## src/rtl/gwm_pkg.sv

```systemverilog
// Package for the glob wildcard matcher: capacities, derived widths,
// wildcard byte codes, request codes and sequencer states.
// No dependencies.
package gwm_pkg;

  localparam int unsigned MAX_PATTERN = 32;
  localparam int unsigned MAX_TARGET  = 64;

  // Address widths index the stores; length widths also hold the full count.
  localparam int unsigned PAT_AW = (MAX_PATTERN > 1) ? $clog2(MAX_PATTERN) : 1;
  localparam int unsigned PAT_LW = $clog2(MAX_PATTERN + 1);
  localparam int unsigned TGT_AW = (MAX_TARGET > 1) ? $clog2(MAX_TARGET) : 1;
  localparam int unsigned TGT_LW = $clog2(MAX_TARGET + 1);

  localparam logic [7:0] CH_ANY_ONE = 8'h3F;  // '?'
  localparam logic [7:0] CH_ANY_RUN = 8'h2A;  // '*'

  typedef enum logic [1:0] {
    REQ_CLR_PAT = 2'd0,
    REQ_ADD_PAT = 2'd1,
    REQ_ADD_TGT = 2'd2,
    REQ_EVAL    = 2'd3
  } gwm_req_e;

  typedef enum logic [2:0] {
    ST_IDLE,
    ST_FETCH,
    ST_EVAL,
    ST_TAIL,
    ST_RESP
  } gwm_state_e;

endpackage

```

## src/rtl/glob_wildcard_matcher_unit.sv

```systemverilog
// Top level of the glob wildcard matcher: request decode, pattern and target
// stores, the backtracking match sequencer and the result register.
// Depends on gwm_pkg and gwm_ram.
//
//  channel | signals                                   | direction
//  --------+-------------------------------------------+----------
//  request | in_valid_i, in_ready_o, req_type_i,       | in
//          | char_value_i                              |
//  verdict | out_valid_o, out_ready_i, matched_o,      | out
//          | overflow_o                                |
//
// Clear and append transactions are handled in ST_IDLE. An evaluate
// transaction walks the stores through one compare unit fed by the two RAM
// read ports: each match step is a fetch state (ST_FETCH) followed by a
// compare state (ST_EVAL or ST_TAIL); steps grow with backtracking up to
// roughly pattern length times target length. Overflow skips to ST_RESP.
// Reset (rst_ni low, asynchronous) empties pattern and target and clears the
// overflow flags; store contents stay undefined until written.
// in_ready_o is high only while the sequencer is idle. A finished verdict
// waits in the output register; a further verdict waits in ST_RESP until
// that register is free.
module glob_wildcard_matcher_unit
  import gwm_pkg::*;
(
  input  logic       clk_i,
  input  logic       rst_ni,
  input  logic       in_valid_i,
  output logic       in_ready_o,
  input  logic [1:0] req_type_i,
  input  logic [7:0] char_value_i,
  output logic       out_valid_o,
  input  logic       out_ready_i,
  output logic       matched_o,
  output logic       overflow_o
);

  gwm_state_e state_q, state_d;

  // Store fill levels and overflow flags.
  logic [PAT_LW-1:0] plen_q, plen_d;
  logic              povf_q, povf_d;
  logic [TGT_LW-1:0] tlen_q, tlen_d;
  logic              tovf_q, tovf_d;

  // Match cursors: p/t current, rp/rt resume point after the last star.
  logic [PAT_LW-1:0] p_q, p_d, rp_q, rp_d;
  logic [TGT_LW-1:0] t_q, t_d, rt_q, rt_d;
  logic              star_q, star_d;

  // Pending verdict and output register.
  logic res_match_q, res_match_d;
  logic res_ovf_q, res_ovf_d;
  logic out_valid_q, out_valid_d;
  logic matched_q, overflow_q;

  logic       in_fire;
  gwm_req_e   req;
  logic       pat_we, tgt_we;
  logic [7:0] pat_rd, tgt_rd;
  logic       t_more, p_more, pc_star, pc_hit, out_free;

  assign req      = gwm_req_e'(req_type_i);
  assign in_ready_o = (state_q == ST_IDLE);
  assign in_fire  = in_valid_i && in_ready_o;
  assign out_free = !out_valid_q || out_ready_i;

  assign pat_we = in_fire && (req == REQ_ADD_PAT) && (plen_q < PAT_LW'(MAX_PATTERN));
  assign tgt_we = in_fire && (req == REQ_ADD_TGT) && (tlen_q < TGT_LW'(MAX_TARGET));

  gwm_ram #(
    .WIDTH(8),
    .DEPTH(MAX_PATTERN)
  ) u_pat_ram (
    .clk_i  (clk_i),
    .we_i   (pat_we),
    .waddr_i(plen_q[PAT_AW-1:0]),
    .wdata_i(char_value_i),
    .raddr_i(p_q[PAT_AW-1:0]),
    .rdata_o(pat_rd)
  );

  gwm_ram #(
    .WIDTH(8),
    .DEPTH(MAX_TARGET)
  ) u_tgt_ram (
    .clk_i  (clk_i),
    .we_i   (tgt_we),
    .waddr_i(tlen_q[TGT_AW-1:0]),
    .wdata_i(char_value_i),
    .raddr_i(t_q[TGT_AW-1:0]),
    .rdata_o(tgt_rd)
  );

  // Shared compare unit. p/t are held through ST_EVAL and ST_TAIL, so the
  // cursor compares still describe the bytes just read.
  assign t_more  = (t_q < tlen_q);
  assign p_more  = (p_q < plen_q);
  assign pc_star = p_more && (pat_rd == CH_ANY_RUN);
  assign pc_hit  = p_more && ((pat_rd == CH_ANY_ONE) || (pat_rd == tgt_rd));

  // Next state.
  always_comb begin
    state_d = state_q;
    unique case (state_q)
      ST_IDLE: begin
        if (in_fire && (req == REQ_EVAL)) begin
          state_d = (povf_q || tovf_q) ? ST_RESP : ST_FETCH;
        end
      end
      ST_FETCH: begin
        if (t_more) begin
          state_d = ST_EVAL;
        end else if (p_more) begin
          state_d = ST_TAIL;
        end else begin
          state_d = ST_RESP;
        end
      end
      ST_EVAL: begin
        if (pc_star || pc_hit || star_q) begin
          state_d = ST_FETCH;
        end else begin
          state_d = ST_RESP;
        end
      end
      ST_TAIL: begin
        state_d = pc_star ? ST_FETCH : ST_RESP;
      end
      ST_RESP: begin
        if (out_free) begin
          state_d = ST_IDLE;
        end
      end
      default: state_d = ST_IDLE;
    endcase
  end

  // Datapath updates.
  always_comb begin
    plen_d      = plen_q;
    povf_d      = povf_q;
    tlen_d      = tlen_q;
    tovf_d      = tovf_q;
    p_d         = p_q;
    t_d         = t_q;
    rp_d        = rp_q;
    rt_d        = rt_q;
    star_d      = star_q;
    res_match_d = res_match_q;
    res_ovf_d   = res_ovf_q;
    unique case (state_q)
      ST_IDLE: begin
        if (in_fire) begin
          unique case (req)
            REQ_CLR_PAT: begin
              plen_d = '0;
              povf_d = 1'b0;
            end
            REQ_ADD_PAT: begin
              if (pat_we) begin
                plen_d = plen_q + PAT_LW'(1);
              end else begin
                povf_d = 1'b1;
              end
            end
            REQ_ADD_TGT: begin
              if (tgt_we) begin
                tlen_d = tlen_q + TGT_LW'(1);
              end else begin
                tovf_d = 1'b1;
              end
            end
            REQ_EVAL: begin
              p_d         = '0;
              t_d         = '0;
              rp_d        = '0;
              rt_d        = '0;
              star_d      = 1'b0;
              res_match_d = 1'b0;
              res_ovf_d   = povf_q || tovf_q;
            end
          endcase
        end
      end
      ST_FETCH: begin
        // Target and pattern both used up: whole-string match.
        if (!t_more && !p_more) begin
          res_match_d = 1'b1;
        end
      end
      ST_EVAL: begin
        priority if (pc_star) begin
          star_d = 1'b1;
          p_d    = p_q + PAT_LW'(1);
          rp_d   = p_q + PAT_LW'(1);
          rt_d   = t_q;
        end else if (pc_hit) begin
          p_d = p_q + PAT_LW'(1);
          t_d = t_q + TGT_LW'(1);
        end else if (star_q) begin
          // Let the last star swallow one more target byte.
          rt_d = rt_q + TGT_LW'(1);
          t_d  = rt_q + TGT_LW'(1);
          p_d  = rp_q;
        end else begin
          res_match_d = 1'b0;
        end
      end
      ST_TAIL: begin
        // Only trailing stars may remain once the target is consumed.
        if (pc_star) begin
          p_d = p_q + PAT_LW'(1);
        end else begin
          res_match_d = 1'b0;
        end
      end
      ST_RESP: begin
        if (out_free) begin
          tlen_d = '0;
          tovf_d = 1'b0;
        end
      end
      default: ;
    endcase
  end

  assign out_valid_d = (out_valid_q && !out_ready_i) || ((state_q == ST_RESP) && out_free);

  always_ff @(posedge clk_i or negedge rst_ni) begin
    if (!rst_ni) begin
      state_q     <= ST_IDLE;
      plen_q      <= '0;
      povf_q      <= 1'b0;
      tlen_q      <= '0;
      tovf_q      <= 1'b0;
      star_q      <= 1'b0;
      out_valid_q <= 1'b0;
    end else begin
      state_q     <= state_d;
      plen_q      <= plen_d;
      povf_q      <= povf_d;
      tlen_q      <= tlen_d;
      tovf_q      <= tovf_d;
      star_q      <= star_d;
      out_valid_q <= out_valid_d;
    end
  end

  always_ff @(posedge clk_i) begin
    p_q         <= p_d;
    t_q         <= t_d;
    rp_q        <= rp_d;
    rt_q        <= rt_d;
    res_match_q <= res_match_d;
    res_ovf_q   <= res_ovf_d;
    if ((state_q == ST_RESP) && out_free) begin
      matched_q  <= res_match_q && !res_ovf_q;
      overflow_q <= res_ovf_q;
    end
  end

  assign out_valid_o = out_valid_q;
  assign matched_o   = matched_q;
  assign overflow_o  = overflow_q;

  // Overflow verdicts never report a match.
  a_ovf_no_match: assert property (@(posedge clk_i) disable iff (!rst_ni)
    out_valid_q && overflow_q |-> !matched_q)
    else $error("overflow verdict reports a match");

  // Cursors stay inside the stored strings while matching.
  a_cursor_bounds: assert property (@(posedge clk_i) disable iff (!rst_ni)
    (state_q == ST_FETCH || state_q == ST_EVAL || state_q == ST_TAIL)
      |-> (p_q <= plen_q) && (t_q <= tlen_q))
    else $error("match cursor beyond string length");

  // Resume point never runs ahead of the live cursors.
  a_resume_order: assert property (@(posedge clk_i) disable iff (!rst_ni)
    star_q && (state_q == ST_FETCH || state_q == ST_EVAL)
      |-> (rt_q <= t_q) && (rp_q <= p_q))
    else $error("backtrack point ahead of cursor");

  // A new verdict is only loaded from the response state.
  a_out_from_resp: assert property (@(posedge clk_i) disable iff (!rst_ni)
    $rose(out_valid_q) |-> $past(state_q == ST_RESP))
    else $error("verdict issued outside response state");

  // Target store is emptied once its verdict is handed off.
  a_tgt_cleared: assert property (@(posedge clk_i) disable iff (!rst_ni)
    (state_q == ST_RESP) && out_free |=> (tlen_q == '0) && !tovf_q)
    else $error("target not cleared after verdict");

endmodule

```

## src/rtl/gwm_ram.sv

```systemverilog
// Generic single-write, single-read RAM with registered read data.
// No dependencies.
module gwm_ram #(
  parameter int unsigned WIDTH = 8,
  parameter int unsigned DEPTH = 32
) (
  input  logic                                         clk_i,
  input  logic                                         we_i,
  input  logic [((DEPTH > 1) ? $clog2(DEPTH) : 1)-1:0] waddr_i,
  input  logic [WIDTH-1:0]                             wdata_i,
  input  logic [((DEPTH > 1) ? $clog2(DEPTH) : 1)-1:0] raddr_i,
  output logic [WIDTH-1:0]                             rdata_o
);

  logic [WIDTH-1:0] mem_q [DEPTH];
  logic [WIDTH-1:0] rdata_q;

  always_ff @(posedge clk_i) begin
    if (we_i) begin
      mem_q[waddr_i] <= wdata_i;
    end
    rdata_q <= mem_q[raddr_i];
  end

  assign rdata_o = rdata_q;

endmodule
```

## config.mk

```make
export PLATFORM = sky130hd
export DESIGN_NAME = glob_wildcard_matcher_unit
export DESIGN_NICKNAME = d
export VERILOG_FILES = /design/src/rtl/gwm_pkg.sv /design/src/rtl/glob_wildcard_matcher_unit.sv /design/src/rtl/gwm_ram.sv
export SDC_FILE = /design/constraint.sdc
export NUM_CORES = 1
export LEC_CHECK = 0
export BUFFER_PORTS_ARGS = -buffer_cell sky130_fd_sc_hd__buf_4
export CAP_MARGIN = 15
export CORE_MARGIN = 2
export CORE_UTILIZATION = 50
export CTS_CLUSTER_SIZE = 8
export DETAILED_ROUTE_END_ITERATION = 6
export PLACE_DENSITY = 0.76
export SLEW_MARGIN = 20
export SYNTH_ARGS = -nofsm -noshare
export SYNTH_HDL_FRONTEND = slang
export SYNTH_SLANG_ARGS = --single-unit
```

## constraint.sdc

```tcl
create_clock -name clk_i -period 6.05 [get_ports clk_i]
set_input_delay 0.9075 -clock clk_i [delete_from_list [all_inputs] [get_ports clk_i]]
set_output_delay 0.9075 -clock clk_i [all_outputs]
set_load 0.01 [all_outputs]
```

## Word-level counts from Yosys, hierarchy flattened

Memories as Yosys holds them, arrays and structs flattened. A register that Yosys moved wholly into a read port is not among the register bits.
Index checks and enable logic that the tools add are counted.

- $lt $le $gt $ge: 4
- Reductions and logical operators: 41
- Eq/ne operators: 30
- Multiplexer cells: 53
- Add/subtract/negate cells: 5

Operator list:

| cell | number |
|---|---|
| 2-to-1 mux 7 bit | 11 |
| 2-to-1 mux 6 bit | 7 |
| case mux 7 bit (2 select lines) | 3 |
| AND reduction 5 bit | 5 |
| case mux 6 bit (2 select lines) | 2 |
| inequality test 2 bit (second input constant) | 11 |
| adder 7 x 1 -> 7 bit (second input constant) | 3 |
| 2-to-1 mux 3 bit | 7 |
| case mux 6 bit (3 select lines) | 1 |
| 2-to-1 mux 1 bit | 17 |
| equality test 8 x 6 -> 1 bit (second input constant) | 2 |
| case mux 3 bit (5 select lines) | 1 |
| adder 6 x 1 -> 6 bit (second input constant) | 2 |
| logical AND 1 bit | 12 |
| AND reduction 4 bit | 3 |
| inequality test 2 x 1 -> 1 bit (second input constant) | 5 |
| inequality test 3 bit (second input constant) | 3 |
| equality test 8 bit | 1 |
| AND reduction 8 bit | 1 |
| < comparator 7 bit | 1 |
| < comparator 7 bit (second input constant) | 1 |
| equality test 3 x 2 -> 1 bit (second input constant) | 2 |
| logical OR 1 bit | 6 |
| < comparator 6 bit | 1 |
| 16 further kinds | 25 |

- Output and inout port bits: 4
- Bits in registers: 50
- Memories: 2
- RAM bits: 768

Memories:

| name | depth | bits a word | rd ports | clocked after Yosys merged registers in | write ports | RTL line | RTL |
|---|---|---|---|---|---|---|---|
| u_tgt_ram.mem_q | 64 | 8 | 1 | 1 | 1 | gwm_ram.sv:15 | `logic [WIDTH-1:0] mem_q [DEPTH];` |
| u_pat_ram.mem_q | 32 | 8 | 1 | 1 | 1 | gwm_ram.sv:15 |  |

## Depth between registers and ports, before layout

- Depth in word-level cells: 8
- Gate-level depth with buffers: 11

## Hierarchy

From an unflattened synthesis, not the netlist that was laid out.

- Cells, all modules: 1652
- Area total of the unflattened synthesis: 33266.9 sq um

Modules (own cells, without submodules):

| module | cells each | area each (sq um) | seq. area each (sq um) | times used |
|---|---|---|---|---|
| gwm_ram at u_tgt_ram | 940 | 20166.8 | 15534.9 | 1 |
| gwm_ram at u_pat_ram | 417 | 10053.4 | 7847.5 | 1 |
| glob_wildcard_matcher_unit | 295 | 3046.7 | 1401.3 | 1 |

## Worst setup path before layout

OpenSTA, ideal clock, no wires.

- Path kind: reg-to-reg
- From: reg plen_q[3]
- To: reg p_q[0], enable pin
- Arrival time: 2438 ps
- Required time: 5669 ps
- Slack: 3230 ps
- Buffers on the path: 1
- Cell stages (with the launch flop): 9
- Cells stage by stage: dfrtp_1 > clkbuf_1 > inv_1 > ha_1 > a211oi_1 > o22a_1 > a21boi_2 > o21ai_1 > a311oi_1

- Longest elaborated chain between the ends: 4

RTL lines:

| element | RTL line | RTL |
|---|---|---|
| start, declared | glob_wildcard_matcher_unit.sv:40 | `logic [PAT_LW-1:0] plen_q, plen_d;` |
| start signal, assigned | glob_wildcard_matcher_unit.sv:240 | `plen_q <= plen_d;` |
| < comparator 6 bit (*) | glob_wildcard_matcher_unit.sv:97 | `assign p_more = (p_q < plen_q);` |
| logical AND 1 bit (on tied branches) | glob_wildcard_matcher_unit.sv:98, glob_wildcard_matcher_unit.sv:99 |  |
| inequality test 4 bit (no source line) / inequality test 2 bit (equally long branches) | n/a |  |
| AND reduction 5 bit (no source line) (*) | n/a |  |
| end signal, assigned | glob_wildcard_matcher_unit.sv:250 | `p_q <= p_d;` |
| end, declared | glob_wildcard_matcher_unit.sv:46 | `logic [PAT_LW-1:0] p_q, p_d, rp_q, rp_d;` |

Mark *: on every way between the ends. The rest lies on a longest branch, timed or not.
A chain may end at the register's enable or synchronous reset.

## Worst setup path after layout

- From: reg state_q[2]
- To: mem u_tgt_ram.mem_q[38][5], enable pin

- Longest elaborated chain between the ends: 6

RTL lines:

| element | RTL line | RTL |
|---|---|---|
| start, declared | glob_wildcard_matcher_unit.sv:37 | `gwm_state_e state_q, state_d;` |
| start signal, assigned | glob_wildcard_matcher_unit.sv:239 | `state_q <= state_d;` |
| zero test 3 bit | glob_wildcard_matcher_unit.sv:63 | `assign in_ready_o = (state_q == ST_IDLE);` |
| logical AND 1 bit | glob_wildcard_matcher_unit.sv:64 | `assign in_fire = in_valid_i && in_ready_o;` |
| logical AND 1 bit (2 in series) | glob_wildcard_matcher_unit.sv:68 | `assign tgt_we = in_fire && (req == REQ_ADD_TGT) && (tlen_q < TGT_LW'(MAX_TARGET));` |
| 2-to-1 mux 1 bit | gwm_ram.sv:19 | `if (we_i) begin` |
| 2-to-1 mux 1 bit (not written as such) | gwm_ram.sv:20 | `mem_q[waddr_i] <= wdata_i;` |
| end, declared | gwm_ram.sv:15 |  |

No other way between the ends.

==> impl_metrics.toml <==
[run_status]
status = "completed"

[timing]
finalCritPeriodShare = 0.623
hold-worst-slack_ns = 0.148
max-slew-margin-rel = 0.323
fin_tns_setup_ns = 0
setup_violations = 0
clock_skew_ns = 0.0335
fmax_mhz = 265
timing_hold_violations_final = 0
unrepaired_setup_endpoints_after_global_routing = "false"
min_period_ns = 3.77
worst_slew_pin_slew_ns = 1.02
slew_violations = 0

[setup_path]
critPathArrivalTime_ns = 4.04
setup.worst_path.end_class = "flop"
timing.critical_path.fanout_max = 11
setup.worst_path.start_class = "flop"
required_ns = 6.32
timing_worst_setup_path_type = "reg -> reg"

[final_layout]
final_layout_size_suffix_gt1_frac = 0.199
fill_cells = 4650
layout.nets = 1830
syn_to_final_growth_pct = 12.1
top_library_cells_by_usage_in_the_layout_fill_and_taps_aside = "798 x edfxtp_1, 184 x mux4_2, 155 x nor2_1"
final_common_cell = "edfxtp_1"
insertedDiodeCount = 0
final_util = 0.565

[drt]
wl_per_cell_microns = 28.1
wirelength_microns = 75600
initialDrtViolationCount = 2207
drt.antenna.violating_nets = 0
number_of_vias_in_the_routed_layout = 17299
remaining_drc_errors = 0
avgViaCountPerCell = 6.44
drt_pre_antenna_iters = 6

[logic_synthesis]
unique_cell_type_count_in_the_yosys_netlist = 60
syn-cell-area_sq_um = 33100
edff_count_synth = 798
synth_seq_area_share = 0.749
dominantRegCellSynth = "edfxtp_1"
yosys_register_bits = 834
postSynthNetCount = 1757
gate_count_after_technology_mapping = 1724
synthesized_area_divided_by_synthesized_cell_count_sq_um = 19.2
ys_warn_count = 0
async_flop_share = 0.0240

[die]
floorplan.die_area_sq_um = 68300
die_y_microns = 261
fp-row-count = 94
area_of_the_core_region_sq_um = 65600
design.portCount = 18
initial_utilization = 0.504
die_width_microns = 261

[clocking]
cts.sinks = 834
tritoncts_clock_tree = "done"
worstSkewPairLatency_ns = 0.65
postCtsSetupRepairBufs = 0
post_cts_hold_buffer_count = 0
clock_tree.buffer_depth = 3
h-tree-depth = 3
clockRootBuffer = "clkbuf_16"
cts_buffers = 114
postCtsResizedCells = 0
clkSlewWorstSetupHoldPaths_ns = 0.06

[place]
buffer_ports.inserted = 17
routabilityCongestion = 0.881
detailed_place_hpwl_microns = 44300

[grt]
grt_start_max_net_pins = 107
grt.overflow.total = 0
antenna_violations_before_repair = 1
track_usage = 0.225
first_global_vias = 17391
wire_length_of_the_first_global_routing_pass_microns = 113000

[power_and_ir_drop]
power.density_cell_area_nw_per_um2 = 442
power.leakage_uw = 0.0117
peakVddDrop_mv = 0.335

[run]
cap_viol_max_count = 0

[hold_path]
min_path_type = "in -> async"
-- critical path, cell delays in order (launching register included) --
cell,delay (ns)
dfrtp_1,0.44
or3_4,0.46
nor4_2,0.80
nand3_1,0.84
nor2_1,0.83
-- cells in the mapped netlist, types with 2 or more instances --
library cell / n / area share
a2111oi_0: 2 / 0.00053
a211oi_1: 13 / 0.0029
a21oi_1: 14 / 0.0021
a22oi_1: 23 / 0.0052
a31oi_1: 10 / 0.0019
and2_1: 5 / 0.00094
and3_1: 6 / 0.0011
buf_1: 9 / 0.0010
buf_2: 18 / 0.0027
buf_4: 8 / 0.0018
buf_6: 5 / 0.0017
clkbuf_1: 42 / 0.0048
dfrtp_1: 20 / 0.015
dfxtp_1: 16 / 0.0097
edfxtp_1: 798 / 0.72
ha_1: 19 / 0.0072
inv_1: 10 / 0.0011
inv_2: 5 / 0.00057
mux2_2: 10 / 0.0034
mux2i_1: 64 / 0.019
mux4_2: 184 / 0.13
nand2_1: 84 / 0.0095
nand2b_1: 22 / 0.0042
nand3_1: 39 / 0.0059
nand4_1: 20 / 0.0038
nor2_1: 155 / 0.018
nor2b_1: 14 / 0.0026
nor3_1: 15 / 0.0023
nor3b_1: 2 / 0.00045
nor4_1: 4 / 0.00076
o2111ai_1: 8 / 0.0021
o211ai_1: 2 / 0.00045
o21ai_0: 2 / 0.00030
o21ai_1: 19 / 0.0029
o22ai_1: 7 / 0.0013
or3_1: 2 / 0.00038
xnor2_1: 10 / 0.0026
xor2_1: 16 / 0.0042
-- where the power goes --
group          switching [uW]  internal, uW
registers                 239          6610
logic                    2330          1670
clock network            2190          3350
-- state kept, by name, indices dropped and copies added (netlist names), 6 cells and up --
register	count
u_tgt_ram.rdata_o	8
p_q	6
rt_q	7
u_pat_ram.mem_q	256
t_q	7
tlen_q	7
u_pat_ram.rdata_o	8
plen_q	6
rp_q	6
u_tgt_ram.mem_q	512
-- logic make-up (layout without fill, tap and decap cells) --
group,count (synthesis),after routing,synth area share
adders and majority gates,19,19,0.00718
and+or+nand+nor,378,378,0.0525
muxes,258,258,0.148
buffers and inverters,97,195,0.0137
AOI/OAI and AO/OA,112,112,0.0230
DFF,834,834,0.749
xor gates and xnor gates,26,26,0.00688
-- metal layers --
| layer | GRT usage | routed length, microns | vias up |
|---|---|---|---|
| met5 | 0 | 11 | - |
| li1 | - | - | 7069 |
| met3 | 0.0428 | 7300 | 153 |
| met2 | 0.355 | 36500 | 1136 |
| met1 | 0.321 | 29700 | 8939 |
| met4 | 0.0754 | 2100 | 2 |
-- per-stage QoR --
| step | power, uW | cells | instance area [sq um] | setup slack, ns |
|---|---|---|---|---|
| after floorplan | 9710 | 1724 | 33100 | 3.23 |
| after global placement | 10800 | 2544 | 34100 | 2.22 |
| after detailed placement | 10900 | 2544 | 34100 | 2.13 |
| after CTS | 16400 | 2685 | 37100 | 2.28 |
| after global routing | 16900 | 2686 | 37100 | 2.11 |
| final | 16400 | 2686 | 37100 | 2.28 |
-- cell type report --
class                           instances  area, sq um  area share
Multi-Input combinational cell        793         7860       0.212
Clock buffer                          137         2960      0.0798
Timing Repair Buffer                   39          329     0.00887
Sequential cell                       834        24800       0.668
Inverter                               15         56.3     0.00152
Clock inverter                          4         35.0    0.000944
Tap cell                              864         1080      0.0291
-- final timing paths --
path	start	to	slack, ns	cells past startpoint
min in group clk_i	res_ovf_q	overflow_o	0.52	0
worst min register to register	res_ovf_q	overflow_o	0.52	0
worst max-delay path	state_q[2]	u_tgt_ram.mem_q[38][5]	2.28	4
max in group asynchronous	rst_ni	plen_q[0]	5.64	1
worst min-delay path	rst_ni	tlen_q[1]	0.15	1
worst max register to register	state_q[2]	u_tgt_ram.mem_q[38][5]	2.28	4
Power figures use the tool's default switching activity.
